$ cat src/design/rgb_to_hue_assert.svh
// Assertion macros shared by the hue pipeline.
// Define ASSERT_OFF to compile the checks out.
`ifndef RGB_TO_HUE_ASSERT_SVH
`define RGB_TO_HUE_ASSERT_SVH

`ifndef ASSERT_OFF

// The consequent must hold in the same cycle as the antecedent.
`define RTH_ASSERT_IMPLY(label, clk, rst, ante, cons) \
   label: assert property (@(posedge clk) disable iff (rst) (ante) |-> (cons)) \
      else $error("rgb_to_hue: same-cycle check failed");

// The consequent must hold in the cycle after the antecedent.
`define RTH_ASSERT_NEXT(label, clk, rst, ante, cons) \
   label: assert property (@(posedge clk) disable iff (rst) (ante) |=> (cons)) \
      else $error("rgb_to_hue: next-cycle check failed");

`else

`define RTH_ASSERT_IMPLY(label, clk, rst, ante, cons)
`define RTH_ASSERT_NEXT(label, clk, rst, ante, cons)

`endif

`endif

$ cat src/design/rth_pkg.sv
`timescale 1ns / 1ps

package rth_pkg;

   // Width of one color component.
   localparam int COMP_BITS = 8;
   // Divisor 6*d reaches 1530, so it and the partial remainder need 11 bits.
   localparam int DEN_BITS = 11;
   // Width of the hue field on the result channel.
   localparam int HUE_FIELD_BITS = 16;
   // Divisor used for a gray pixel, so the quotient comes out zero.
   localparam logic [DEN_BITS-1:0] GRAY_DEN = DEN_BITS'(1);

   // Offset added to the component difference, in units of 2*d.
   typedef enum logic [1:0] {
      OFS_ZERO = 2'd0,
      OFS_2D   = 2'd1,
      OFS_4D   = 2'd2,
      OFS_6D   = 2'd3
   } offset_type;

   // Payload of one divider stage.
   typedef struct packed {
      logic                gray;
      logic [DEN_BITS-1:0] den;
      logic [DEN_BITS-1:0] rem;
   } div_data_type;

endpackage

$ cat src/design/rth_req_if.sv
`timescale 1ns / 1ps

interface rth_req_if;
   logic       valid;
   logic       ready;
   logic [7:0] red;
   logic [7:0] green;
   logic [7:0] blue;

   modport source (output valid, output red, output green, output blue, input ready);
   modport sink (input valid, input red, input green, input blue, output ready);
endinterface

$ cat src/design/rth_rsp_if.sv
`timescale 1ns / 1ps

interface rth_rsp_if;
   logic        valid;
   logic        ready;
   logic [15:0] hue;
   logic        achromatic;

   modport source (output valid, output hue, output achromatic, input ready);
   modport sink (input valid, input hue, input achromatic, output ready);
endinterface

$ cat src/design/rth_div_step.sv
`timescale 1ns / 1ps

// One restoring division step: shifts the remainder, subtracts the divisor
// when it fits and appends one quotient bit.
module rth_div_step import rth_pkg::*; #(
   parameter int QUO_BITS = 16
) (
   input  logic                clock,
   input  logic                reset,
   input  logic                advance,
   input  logic                in_valid,
   input  div_data_type        in_data,
   input  logic [QUO_BITS-1:0] in_quo,
   output logic                out_valid,
   output div_data_type        out_data,
   output logic [QUO_BITS-1:0] out_quo
);

   logic                valid_ff;
   div_data_type        data_ff;
   logic [QUO_BITS-1:0] quo_ff;

   logic [DEN_BITS:0]   rem_dbl;
   logic [DEN_BITS:0]   rem_sub;
   logic                take;
   div_data_type        data_in;
   logic [QUO_BITS-1:0] quo_in;

   // Shift in a zero, then subtract the divisor if the result allows it.
   always_comb begin
      rem_dbl = {in_data.rem, 1'b0};
      rem_sub = rem_dbl - {1'b0, in_data.den};
      take    = (rem_dbl >= {1'b0, in_data.den});
      data_in      = in_data;
      data_in.rem  = take ? rem_sub[DEN_BITS-1:0] : rem_dbl[DEN_BITS-1:0];
      quo_in       = {in_quo[QUO_BITS-2:0], take};
   end

   // Valid bit follows the pipeline enable and clears on reset.
   always_ff @(posedge clock) begin
      if (reset) begin
         valid_ff <= 1'b0;
      end else if (advance) begin
         valid_ff <= in_valid;
      end
   end

   // Payload registers move with the pipeline.
   always_ff @(posedge clock) begin
      if (advance) begin
         data_ff <= data_in;
         quo_ff  <= quo_in;
      end
   end

   assign out_valid = valid_ff;
   assign out_data  = data_ff;
   assign out_quo   = quo_ff;

endmodule

$ cat src/design/rgb_to_hue.sv
`timescale 1ns / 1ps

// HSL hue of an 8-bit RGB pixel, as an unsigned fraction of a full turn.
//
// Input channel req_ch carries red, green and blue; result channel rsp_ch
// carries hue (HUE_BITS fraction bits, presented in the 16-bit field) and
// achromatic, which is set for a gray pixel whose hue is then zero.
// Each channel moves one transfer when valid and ready are both high.
//
// An input transfer reaches the result register through three stages that find
// max, min, d and the numerator, then one stage per quotient bit dividing exactly by
// 6*d. Throughput is one pixel per cycle while the receiver does not stall.
//
// The whole pipeline advances together. When the receiver holds ready low
// with a result waiting, every stage holds and req_ch.ready drops, so
// nothing is lost or repeated. Reset (synchronous) clears all valid bits;
// the payload registers are not reset.
module rgb_to_hue import rth_pkg::*; #(
   parameter int HUE_BITS = 16
) (
   input logic       clock,
   input logic       reset,
   rth_req_if.sink   req_ch,
   rth_rsp_if.source rsp_ch
);

   `include "rgb_to_hue_assert.svh"

   logic advance;

   // Stage 1 registers: extremes, offset code and component difference.
   logic                 s1_valid_ff;
   logic [COMP_BITS-1:0] s1_max_ff;
   logic [COMP_BITS-1:0] s1_min_ff;
   offset_type           s1_ofs_ff;
   logic signed [COMP_BITS:0] s1_diff_ff;

   logic [COMP_BITS-1:0] s1_max_in;
   logic [COMP_BITS-1:0] s1_min_in;
   offset_type           s1_ofs_in;
   logic signed [COMP_BITS:0] s1_diff_in;

   // Stage 2 registers: spread d and the gray flag.
   logic                 s2_valid_ff;
   logic [COMP_BITS-1:0] s2_d_ff;
   logic                 s2_gray_ff;
   offset_type           s2_ofs_ff;
   logic signed [COMP_BITS:0] s2_diff_ff;

   // Stage 3 registers: numerator and divisor entering the divider.
   logic          s3_valid_ff;
   div_data_type  s3_data_ff;
   div_data_type  s3_data_in;
   logic [COMP_BITS+1:0] half_ofs;

   // Divider chain; index 0 is stage 3, index HUE_BITS the output register.
   logic                stage_valid [HUE_BITS+1];
   div_data_type        stage_data  [HUE_BITS+1];
   logic [HUE_BITS-1:0] stage_quo   [HUE_BITS+1];

   // All stages move when the output is empty or being taken.
   assign advance      = !stage_valid[HUE_BITS] || rsp_ch.ready;
   assign req_ch.ready = advance;

   // Stage 1: red wins ties, then green, then blue.
   always_comb begin
      priority if (req_ch.red >= req_ch.green && req_ch.red >= req_ch.blue) begin
         s1_max_in  = req_ch.red;
         s1_ofs_in  = (req_ch.green >= req_ch.blue) ? OFS_ZERO : OFS_6D;
         s1_diff_in = $signed({1'b0, req_ch.green}) - $signed({1'b0, req_ch.blue});
      end else if (req_ch.green >= req_ch.blue) begin
         s1_max_in  = req_ch.green;
         s1_ofs_in  = OFS_2D;
         s1_diff_in = $signed({1'b0, req_ch.blue}) - $signed({1'b0, req_ch.red});
      end else begin
         s1_max_in  = req_ch.blue;
         s1_ofs_in  = OFS_4D;
         s1_diff_in = $signed({1'b0, req_ch.red}) - $signed({1'b0, req_ch.green});
      end
      if (req_ch.red <= req_ch.green && req_ch.red <= req_ch.blue) begin
         s1_min_in = req_ch.red;
      end else if (req_ch.green <= req_ch.blue) begin
         s1_min_in = req_ch.green;
      end else begin
         s1_min_in = req_ch.blue;
      end
   end

   // Stage 3: numerator is offset*d plus the difference, divisor is 6*d.
   always_comb begin
      unique case (s2_ofs_ff)
         OFS_ZERO: half_ofs = '0;
         OFS_2D:   half_ofs = {2'b00, s2_d_ff};
         OFS_4D:   half_ofs = {1'b0, s2_d_ff, 1'b0};
         OFS_6D:   half_ofs = {1'b0, s2_d_ff, 1'b0} + {2'b00, s2_d_ff};
         default:  half_ofs = '0;
      endcase
      s3_data_in.gray = s2_gray_ff;
      // The true sum always lies in 0 .. 6*d-1, so 11-bit wraparound is exact.
      s3_data_in.rem  = {half_ofs, 1'b0} + {{(DEN_BITS-COMP_BITS-1){s2_diff_ff[COMP_BITS]}},
                                            s2_diff_ff};
      s3_data_in.den  = s2_gray_ff ? GRAY_DEN
                                   : {1'b0, s2_d_ff, 2'b00} + {2'b00, s2_d_ff, 1'b0};
   end

   // Valid bits of the front stages.
   always_ff @(posedge clock) begin
      if (reset) begin
         s1_valid_ff <= 1'b0;
         s2_valid_ff <= 1'b0;
         s3_valid_ff <= 1'b0;
      end else if (advance) begin
         s1_valid_ff <= req_ch.valid;
         s2_valid_ff <= s1_valid_ff;
         s3_valid_ff <= s2_valid_ff;
      end
   end

   // Payload of the front stages.
   always_ff @(posedge clock) begin
      if (advance) begin
         s1_max_ff  <= s1_max_in;
         s1_min_ff  <= s1_min_in;
         s1_ofs_ff  <= s1_ofs_in;
         s1_diff_ff <= s1_diff_in;
         s2_d_ff    <= s1_max_ff - s1_min_ff;
         s2_gray_ff <= (s1_max_ff == s1_min_ff);
         s2_ofs_ff  <= s1_ofs_ff;
         s2_diff_ff <= s1_diff_ff;
         s3_data_ff <= s3_data_in;
      end
   end

   assign stage_valid[0] = s3_valid_ff;
   assign stage_data[0]  = s3_data_ff;
   assign stage_quo[0]   = '0;

   // One quotient bit per stage.
   for (genvar i = 0; i < HUE_BITS; i++) begin : g_div
      rth_div_step #(
         .QUO_BITS (HUE_BITS)
      ) u_step (
         .clock     (clock),
         .reset     (reset),
         .advance   (advance),
         .in_valid  (stage_valid[i]),
         .in_data   (stage_data[i]),
         .in_quo    (stage_quo[i]),
         .out_valid (stage_valid[i+1]),
         .out_data  (stage_data[i+1]),
         .out_quo   (stage_quo[i+1])
      );
   end

   // Result channel, with the quotient fitted to the 16-bit field.
   assign rsp_ch.valid      = stage_valid[HUE_BITS];
   assign rsp_ch.achromatic = stage_data[HUE_BITS].gray;

   if (HUE_BITS >= HUE_FIELD_BITS) begin : g_hue_trunc
      assign rsp_ch.hue = stage_quo[HUE_BITS][HUE_FIELD_BITS-1:0];
   end else begin : g_hue_ext
      assign rsp_ch.hue = {{(HUE_FIELD_BITS-HUE_BITS){1'b0}}, stage_quo[HUE_BITS]};
   end

   // The divider starts with a numerator below its divisor and keeps it so.
   `RTH_ASSERT_IMPLY(a_div_entry, clock, reset, stage_valid[0], stage_data[0].rem < stage_data[0].den)
   `RTH_ASSERT_IMPLY(a_div_exit, clock, reset, stage_valid[HUE_BITS], stage_data[HUE_BITS].rem < stage_data[HUE_BITS].den)
   // An input transfer always lands in the first stage.
   `RTH_ASSERT_NEXT(a_front_fill, clock, reset, req_ch.valid && req_ch.ready, s1_valid_ff)
   // A gray pixel leaves with a zero hue.
   `RTH_ASSERT_IMPLY(a_gray_hue, clock, reset, rsp_ch.valid && rsp_ch.achromatic, rsp_ch.hue == '0)

endmodule
$ cat src/flat_wrapper.sv
// flat-port wrapper written by rule: the top's interface ports become plain ports
module rgb_to_hue_flat import rth_pkg::*;
#(
   parameter int HUE_BITS = 16
)
  (clock, reset, req_ch_valid, req_ch_red, req_ch_green, req_ch_blue, req_ch_ready, rsp_ch_valid, rsp_ch_hue, rsp_ch_achromatic, rsp_ch_ready);
  rth_req_if req_ch_i ();
  rth_rsp_if rsp_ch_i ();
  input logic clock;
  input logic reset;
  input wire logic [$bits(req_ch_i.valid)-1:0] req_ch_valid;
  input wire logic [$bits(req_ch_i.red)-1:0] req_ch_red;
  input wire logic [$bits(req_ch_i.green)-1:0] req_ch_green;
  input wire logic [$bits(req_ch_i.blue)-1:0] req_ch_blue;
  output wire logic [$bits(req_ch_i.ready)-1:0] req_ch_ready;
  output wire logic [$bits(rsp_ch_i.valid)-1:0] rsp_ch_valid;
  output wire logic [$bits(rsp_ch_i.hue)-1:0] rsp_ch_hue;
  output wire logic [$bits(rsp_ch_i.achromatic)-1:0] rsp_ch_achromatic;
  input wire logic [$bits(rsp_ch_i.ready)-1:0] rsp_ch_ready;
  assign req_ch_i.valid = req_ch_valid;
  assign req_ch_i.red = req_ch_red;
  assign req_ch_i.green = req_ch_green;
  assign req_ch_i.blue = req_ch_blue;
  assign req_ch_ready = req_ch_i.ready;
  assign rsp_ch_valid = rsp_ch_i.valid;
  assign rsp_ch_hue = rsp_ch_i.hue;
  assign rsp_ch_achromatic = rsp_ch_i.achromatic;
  assign rsp_ch_i.ready = rsp_ch_ready;
  rgb_to_hue #(.HUE_BITS(HUE_BITS)) u_core (.clock(clock), .reset(reset), .req_ch(req_ch_i), .rsp_ch(rsp_ch_i));
endmodule
$ cat config.mk
export PLATFORM = sky130hd
export DESIGN_NAME = rgb_to_hue_flat
export DESIGN_NICKNAME = d
export VERILOG_FILES = /design/src/design/rth_pkg.sv /design/src/design/rth_req_if.sv /design/src/design/rth_rsp_if.sv /design/src/design/rth_div_step.sv /design/src/design/rgb_to_hue.sv /design/src/flat_wrapper.sv
export VERILOG_INCLUDE_DIRS = /design/src /design/src/design
export SDC_FILE = /design/constraint.sdc
export NUM_CORES = 1
export LEC_CHECK = 0
export ABC_AREA = 1
export BUFFER_PORTS_ARGS = -buffer_cell sky130_fd_sc_hd__buf_2
export CORE_ASPECT_RATIO = 0.75
export CORE_MARGIN = 1
export CORE_UTILIZATION = 35
export DETAILED_ROUTE_END_ITERATION = 7
export GPL_ROUTABILITY_DRIVEN = 0
export PLACE_DENSITY = 0.59
export SYNTH_ARGS = -nofsm -noshare
export SYNTH_HDL_FRONTEND = slang
export SYNTH_SLANG_ARGS = --single-unit
export TNS_END_PERCENT = 50
$ cat constraint.sdc
create_clock -name clock -period 32.8 [get_ports clock]
set_clock_uncertainty 0.15 [all_clocks]
set_input_delay 6.56 -clock clock [delete_from_list [all_inputs] [get_ports clock]]
set_output_delay 6.56 -clock clock [all_outputs]
set_load 0.01 [all_outputs]
==> results of run 1 <==
==> per-layer routing <==
layer  GRT usage (%)  wire (um)  vias to the layer above
met5               0          0                        -
met4           3.070        960                        0
met3           2.244       3394                       60
met2           19.44      25310                      431
met1           22.07      33880                     9898
li1                -          -                    11170
==> worst paths after layout <==
| check | start | to | slack, ns | depth (start not counted) |
|---|---|---|---|---|
| setup / recovery | rsp_ch_ready | req_ch_ready | 18.37 | 5 |
| hold reg to reg | u_core.g_div[10].u_step.out_quo[5] | u_core.g_div[11].u_step.out_quo[6] | 0.26 | 0 |
| hold / removal | u_core.g_div[10].u_step.out_quo[5] | u_core.g_div[11].u_step.out_quo[6] | 0.26 | 0 |
| setup reg to reg | u_core.s2_d_ff[1] | u_core.s3_data_ff[10] | 29.46 | 15 |
==> sequential cells by signal (all words and copies together), names as in the netlist <==
register / cells
u_core.g_div.u_step.out_data: 346
u_core.s2_gray_ff: 1
u_core.s3_valid_ff: 1
u_core.g_div.u_step.out_quo: 136
u_core.s1_diff_ff: 9
u_core.g_div.u_step.out_valid: 16
u_core.s2_d_ff: 8
u_core.s2_valid_ff: 1
u_core.s2_diff_ff: 9
u_core.s1_ofs_ff: 2
u_core.s3_data_ff: 23
u_core.s1_valid_ff: 1
u_core.s1_max_ff: 8
u_core.s1_min_ff: 8
u_core.s2_ofs_ff: 2
==> cell usage after synthesis (31+ instances only) <==
library cell / instances / area [sq um]
xor2_1: 65 / 569.3
nor3_1: 33 / 165.2
a21o_1: 31 / 232.7
nand4_1: 87 / 544.3
ha_1: 224 / 2803
nor2_1: 158 / 593.1
inv_1: 532 / 1997
o21ai_0: 81 / 405.4
edfxtp_1: 552 / 16580
nand3_1: 217 / 1086
a21oi_1: 189 / 945.9
xnor2_1: 41 / 359.1
nand2_1: 672 / 2522
o21ai_1: 96 / 480.5
==> kinds of logic (layout without fill, tap and decap cells) <==
group / count (synthesis) / in the layout
adder cells (fa/ha/maj): 245 / 245
XOR/XNOR: 106 / 106
flip-flops: 571 / 571
buffers and inverters: 561 / 696
AND/OR/NAND/NOR: 1245 / 1245
AO/OA/AOI/OAI: 487 / 487
==> through the flow <==
stage | setup slack (ns) | instance area, sq um | hold WS, ns
after floorplan | 4.253 | 31650 | 0.2503
after global placement | 18.28 | 33240 | 0.2509
after detailed placement | 18.29 | 33240 | 0.2545
after CTS | 18.29 | 35260 | 0.2644
after global routing | 18.23 | 35260 | 0.2652
final | 18.37 | 35260 | 0.2641
==> worst max-delay path: cells and delay by family <==
family / cells / cell delay (ns)
buffers and inverters: 4 / 1.10
AND/OR/NAND/NOR: 1 / 0.04
==> cell type report <==
cell class                 count  area, sq um
clock buffer                  65         1499
tap                         1212         1516
sequential                   571        16960
inverter                     535         2016
multi-input combinational   2083        12460
fill                        8808        54360
timing repair buffer          52        287.8
clock inverter                44        524.3
==> flow_summary_export.csv, run 1 <==
group,metric,value,unit
run_status,status,"complete, no violations",
worst_setup_path,end_kind,"primary output",
cts,numCtsBuffers,58,
final_layout,instances_no_fill,4562,
logic_synthesis,ys_types,43,
logic_synthesis,syn_inst,3215,
routing,routed_via_density,4.725,
routing,routedWlPerCell,13.93,um
worst_setup_path,criticalPathCategory,"primary input to primary output",
logic_synthesis,ys_seq_elements,571,
routing,ant_nets,0,
cts,cts_resized,0,
sta,fin_crit_sh,44.00,%
logic_synthesis,synth_top_family_by_area,"simple AND/OR/NAND/NOR gates",
cts,cts-root-buf,"clkbuf_16",
floorplan,core_area,89620,sq um
worst_setup_path,crit_arrival,7.72,ns
global_route,grt_pass1_vias,20070,
final_layout,fin_util,39.34,%
sta,drv_slew,0,
logic_synthesis,synth-simple-area-share,17.52,%
final_layout,layout_commonest_cell,"nand2_1",
logic_synthesis,yosysWarnings,0,
logic_synthesis,synth-main-ff-cell,"edfxtp_1",
logic_synthesis,synth-xor-area-share,2.933,%
sta,rsz0062_at_grt,"false",
logic_synthesis,synthAdderAreaFrac,10.18,%
sta,max_slew_margin,33.62,%
global_route,grt-ovfl-total,0,
global_route,antenna_found_initial,0,
worst_setup_path,path_cells,"buf_2, nor2_1, buf_4, inv_8, buf_2",
cts,ctsHoldBuffers,0,
placement,port_buffers,46,
logic_synthesis,synthArstFlopShare,0,%
sta,max_freq,69.29,MHz
worst_setup_path,crit_path_top_delay_cell,"inv_8",
sta,worst_pin_slew,0.9957,ns
final_layout,fin_nets,3574,
worst_setup_path,critPathMaxStageDelay,0.56,ns
logic_synthesis,synth_compound_area_share,8.724,%
routing,drc,0,
sta,fin_crit,14.43,ns
cts,postCtsSetupBuffers,0,
logic_synthesis,synthesis.area,31650,sq um
floorplan,die_w,349.2,um
cts,clock_latency,0.63,ns
flow_run,maxCapViolCount,0,
floorplan,row_count,95,
logic_synthesis,synth_edf_count,552,
logic_synthesis,synth.avg_cell_area,9.845,sq um
global_route,grt_max_degree,184,
floorplan,dieArea,91650,sq um
global_route,track_usage,13.89,%
final_layout,syn_to_final_growth,11.40,%
worst_setup_path,crit_required,26.09,ns
floorplan,num_io_pins,47,
final_layout,layout_common_cells,"nand2_1 (672), edfxtp_1 (552), inv_1 (532)",
floorplan,initial_core_util,35.32,%
placement,place_inst,4453,
worst_setup_path,cp_max_fo,121,
cts,cts_buffer_depth,3,
logic_synthesis,muxShareOfSynthArea,0,%
routing,finalWirelength,63.54,mm
cts,cts_tree,"built",
final_layout,final_layout_size_suffix_gt1_share,6.567,%
min_path,min_path_type,"register to register",
logic_synthesis,ys_seq_area_share,53.57,%
cts,clk_pin_slew,0.07,ns
logic_synthesis,syn_nets,3488,
floorplan,die_h,262.4,um
sta,setup_viol,0,
global_route,grt_pass1_wl,104.3,mm
sta,fin_setup_tns,0,ns
placement,dpl.hpwl,46.90,mm
final_layout,num_antenna_cells,0,
cts,htree_levels,2,
cts,clock_sinks,571,
routing,vias,21560,
worst_setup_path,cp-start-kind,"primary input",
sta,final_hold_viol_count,0,
worst_setup_path,cpMostUsedCell,"buf_2",
routing,drt_pre_antenna_iters,7,
routing,drt_iter0_drc,1647,
Power of run 1 is left out: the tool's default activity adds up to more than one toggle a clock period on the data nets, which glitch-free logic cannot reach.
==> run 2: changes to the inputs <==
==> constraint.sdc (replaced) <==
create_clock -name clock -period 13.4 [get_ports clock]
set_clock_uncertainty 0.15 [all_clocks]
set_input_delay 2.68 -clock clock [delete_from_list [all_inputs] [get_ports clock]]
set_output_delay 2.68 -clock clock [all_outputs]
set_load 0.01 [all_outputs]
==> run 2 against run 1 <==
Via count is 0.15% higher; critical path depth stayed put; non-clock buffer count is 1 higher; utilization hardly changed; first-iteration DRC count is 9.3% lower; worst setup slack worse by 12 ns; cell count is 0.11% lower; register-to-register slack worse by 20 ns; die area stayed put; critical endpoint unchanged; routed wire length is 1.8% higher.
==> flow_summary_export.csv, run 2 (synthesis results as in run 1) <==
group,metric,value,unit
run_status,status,"complete, no violations",
sta,worst_pin_slew,1.043,ns
global_route,grt_pass1_wl,105.0,mm
placement,dpl.hpwl,47.82,mm
floorplan,core_area,89620,sq um
worst_setup_path,r2r_start,"u_core.g_div[15].u_step.out_valid",
floorplan,die_w,349.2,um
worst_setup_path,cp_max_fo,125,
floorplan,num_io_pins,47,
cts,ctsHoldBuffers,0,
cts,cts_tree,"built",
sta,fin_setup_tns,0,ns
worst_setup_path,r2r_cells,7,
routing,drc,0,
cts,htree_levels,2,
final_layout,largest_register_ffs,346,
sta,fin_crit_sh,49.70,%
final_layout,fill_cells,8889,
final_layout,fin_nets,3574,
worst_setup_path,crit_start,"rsp_ch_ready",
sta,setup_viol,0,
placement,port_buffers,46,
cts,cts_buffer_depth,3,
worst_setup_path,criticalPathCategory,"primary input to primary output",
flow_run,maxCapViolCount,0,
floorplan,dieArea,91650,sq um
cts,clock_sinks,571,
final_layout,num_antenna_cells,0,
global_route,antenna_found_initial,0,
cts,numCtsBuffers,57,
min_path,min_path_type,"register to register",
global_route,grt_max_degree,126,
global_route,grt-ovfl-total,0,
sta,max_slew_margin,30.50,%
floorplan,die_h,262.4,um
routing,vias,21590,
sta,fin_crit,6.660,ns
worst_setup_path,reg2reg_to,"u_core.g_div[10].u_step.out_data[22]",
min_path,holdPathEnd,"u_core.s2_diff_ff[3]",
routing,ant_nets,0,
routing,drt_pre_antenna_iters,5,
worst_setup_path,end_kind,"primary output",
final_layout,final_layout_size_suffix_gt1_share,6.547,%
cts,cts-root-buf,"clkbuf_16",
worst_setup_path,cp-start-kind,"primary input",
routing,drt_iter0_drc,1494,
final_layout,layout_common_cells,"nand2_1 (672), edfxtp_1 (552), inv_1 (532)",
sta,max_freq,150.1,MHz
min_path,min_path_cells,0,
cts,postCtsSetupBuffers,0,
worst_setup_path,crit_arrival,3.83,ns
cts,cts_resized,0,
sta,rsz0062_at_grt,"false",
min_path,min_from,"u_core.s1_diff_ff[3]",
cts,clk_pin_slew,0.06,ns
worst_setup_path,rrSetupSlack,9.06,ns
routing,finalWirelength,64.71,mm
final_layout,seqCellArea,16960,sq um
routing,routedWlPerCell,14.20,um
sta,drv_slew,0,
final_layout,layout_commonest_cell,"nand2_1",
worst_setup_path,crit_required,10.57,ns
final_layout,multiInputGateArea,12460,sq um
final_layout,syn_to_final_growth,11.33,%
global_route,grt_pass1_vias,20040,
routing,routed_via_density,4.737,
global_route,track_usage,14.00,%
floorplan,initial_core_util,35.32,%
cts,clock_latency,0.64,ns
sta,final_hold_viol_count,0,
floorplan,row_count,95,
run 2: per-stage QoR:
step	area, sq um	setup WS [ns]	hold WS, ns	utilization [%]	std cells
2_1_floorplan	31650	0.6669	0.2503	-	3215
3_3_place_gp	33230	6.599	0.2506	37.08	4454
3_5_place_dp	33230	6.578	0.2545	37.08	4454
4_1_cts	35240	6.638	0.2676	39.32	4557
5_1_grt	35240	6.535	0.2704	39.32	4557
6_report	35240	6.740	0.2628	39.32	4557
run 2: layout make-up:
class	count	area share (%)
Sequential cell	571	48.12
Clock inverter	41	1.591
Inverter	535	5.720
Multi-Input combinational cell	2083	35.36
Tap cell	1212	4.304
Clock buffer	62	4.101
Timing Repair Buffer	53	0.8025
run 2: per-layer routing:
layer / global-route usage [%] / vias to the layer above / wire [um] / part of all wire [%]
met5: 0 / - / 0 / 0
li1: - / 11160 / - / -
met1: 22.27 / 9980 / 34840 / 54
met3: 2.449 / 67 / 3125 / 4.8
met2: 19.38 / 384 / 25610 / 40
met4: 3.248 / 0 / 1133 / 1.8
run 2: worst max path at each step:
stage | endpoint | slack [ns] | cells past startpoint
finish | req_ch_ready | 6.74 | 5
global route | req_ch_ready | 6.54 | 5
CTS | req_ch_ready | 6.64 | 5
detailed placement | u_core.g_div[8].u_step.out_quo[3] | 6.58 | 7
global placement | req_ch_ready | 6.60 | 5
floorplan | req_ch_ready | 0.67 | 3
run 2: critical path, cell delays in order:
cell and delay (ns):
buf_2 0.07, nor2_1 0.03, buf_4 0.20, inv_8 0.52, buf_2 0.29
Power of run 2 is left out for the same reason.
==> run 3: changes to the inputs <==
--- a/config.mk
+++ b/config.mk
@@ -13,7 +13,7 @@
 export CORE_UTILIZATION = 35
 export DETAILED_ROUTE_END_ITERATION = 7
 export GPL_ROUTABILITY_DRIVEN = 0
-export PLACE_DENSITY = 0.59
+export PLACE_DENSITY = 0.61
 export SYNTH_ARGS = -nofsm -noshare
 export SYNTH_HDL_FRONTEND = slang
 export SYNTH_SLANG_ARGS = --single-unit
==> constraint.sdc (replaced) <==
create_clock -name clock -period 5.59 [get_ports clock]
set_clock_uncertainty 0.15 [all_clocks]
set_input_delay 1.118 -clock clock [delete_from_list [all_inputs] [get_ports clock]]
set_output_delay 1.118 -clock clock [all_outputs]
set_load 0.01 [all_outputs]
==> run 3 against run 2 <==
The run now ends with design-rule violations left; sequential share of layout area rose by 0.070 points; non-clock buffer count unchanged; first-iteration DRC count up 5.2%; die area did not move; cell count up 0.15%; worst setup slack got worse by 4.7 ns; flip-flop and latch count unchanged; register-to-register slack got worse by 6.7 ns.
==> flow_summary_export.csv, run 3 (synthesis results as in run 1) <==
group,metric,value,unit
run_status,status,"complete, but fails checks",
run_status,violations,"design-rule violations",
flow_run,maxCapViolCount,0,
sta,max_freq,277.9,MHz
final_layout,fill_cells,8848,
global_route,grt-ovfl-total,0,
final_layout,final_layout_size_suffix_gt1_share,6.862,%
sta,final_hold_viol_count,0,
cts,clock_sinks,571,
sta,worst_pin_slew,0.9975,ns
worst_setup_path,critPathMaxStageDelay,0.48,ns
sta,setup_viol,0,
floorplan,num_io_pins,47,
sta,fin_crit_sh,64.38,%
floorplan,die_h,262.4,um
global_route,track_usage,14.15,%
global_route,antenna_found_initial,0,
worst_setup_path,cpMostUsedCell,"buf_2",
sta,drv_slew,0,
final_layout,layout_commonest_cell,"nand2_1",
routing,routedWlPerCell,14.20,um
global_route,grt_pass1_wl,106.3,mm
worst_setup_path,crit_arrival,2.33,ns
routing,drt_iter0_drc,1572,
floorplan,dieArea,91650,sq um
floorplan,die_w,349.2,um
final_layout,layout_common_cells,"nand2_1 (672), edfxtp_1 (552), inv_1 (532)",
final_layout,seqCellArea,16960,sq um
global_route,grt_max_degree,126,
routing,vias,21770,
placement,place_ws,2.031,ns
worst_setup_path,cp_max_fo,103,
routing,ant_nets,0,
worst_setup_path,crit_required,4.32,ns
cts,htree_levels,2,
routing,routed_via_density,4.769,
global_route,grt_util_met1,22.18,%
sta,rsz0062_at_grt,"false",
cts,clock_latency,0.65,ns
global_route,grt.met2_usage,20.17,%
routing,finalWirelength,64.82,mm
worst_setup_path,end_kind,"primary output",
sta,setup_slack,1.991,ns
worst_setup_path,cp-start-kind,"primary input",
final_layout,multiInputGateArea,12460,sq um
cts,postCtsSetupBuffers,0,
routing,drt_pre_antenna_iters,8,
floorplan,row_count,95,
min_path,min_path_type,"register to register",
global_route,grt-busiest-layer,"met1",
global_route,met3_usage,2.123,%
cts,ctsHoldBuffers,0,
worst_setup_path,criticalPathCategory,"primary input to primary output",
worst_setup_path,crit_path_top_delay_cell,"inv_8",
final_layout,fin_nets,3575,
worst_setup_path,path_cells,"buf_2, nor2_1, buf_4, inv_8, buf_2",
placement,dpl.hpwl,47.68,mm
cts,cts_resized,0,
final_layout,syn_to_final_growth,11.16,%
routing,drc,2,
final_layout,num_antenna_cells,0,
sta,fin_setup_tns,0,ns
floorplan,initial_core_util,35.32,%
cts,cts_tree,"built",
placement,port_buffers,46,
floorplan,core_area,89620,sq um
cts,cts-root-buf,"clkbuf_16",
cts,numCtsBuffers,58,
final_layout,largest_register_ffs,346,
cts,cts_buffer_depth,3,
cts,clk_pin_slew,0.07,ns
sta,max_slew_margin,33.50,%
sta,fin_crit,3.599,ns
global_route,grt_pass1_vias,20420,
==> run 3: metal layers <==
metal  up-vias  routed length (um)
met2       418               26350
met1     10110               34130
li1      11150                   -
met4         0                1210
met5         -                   0
met3        83                3134
==> run 3: final timing paths <==
path | start | endpoint | slack, ns | cells past startpoint
max | rsp_ch_ready | req_ch_ready | 1.99 | 5
max reg2reg | u_core.s2_d_ff[0] | u_core.s3_data_ff[10] | 2.39 | 15
min reg2reg | u_core.s1_ofs_ff[1] | u_core.s2_ofs_ff[1] | 0.26 | 0
min | u_core.s1_ofs_ff[1] | u_core.s2_ofs_ff[1] | 0.26 | 0
==> run 3: worst max-delay path, delay by kind of cell <==
| family | cells | cell delay, ns |
|---|---|---|
| buf+inv | 4 | 1.02 |
| simple gates | 1 | 0.03 |
==> run 3: stage by stage <==
step | area (sq um) | instances | hold slack [ns] | utilization, %
final | 35190 | 4564 | 0.2605 | 39.26
after global routing | 35190 | 4564 | 0.2707 | 39.26
after CTS | 35190 | 4564 | 0.2644 | 39.26
after detailed placement | 33260 | 4454 | 0.2545 | 37.11
after global placement | 33260 | 4454 | 0.2503 | 37.11
after floorplan | 31660 | 3215 | 0.2503 | -
==> run 3: final cells by class <==
type                       instances  area share [%]
timing repair buffer              53          0.8748
clock buffer                      65           4.289
tap                             1212           4.310
multi-input combinational       2083           35.41
clock inverter                    45           1.195
sequential                       571           48.19
inverter                         535           5.729
Power of run 3 is left out for the same reason.
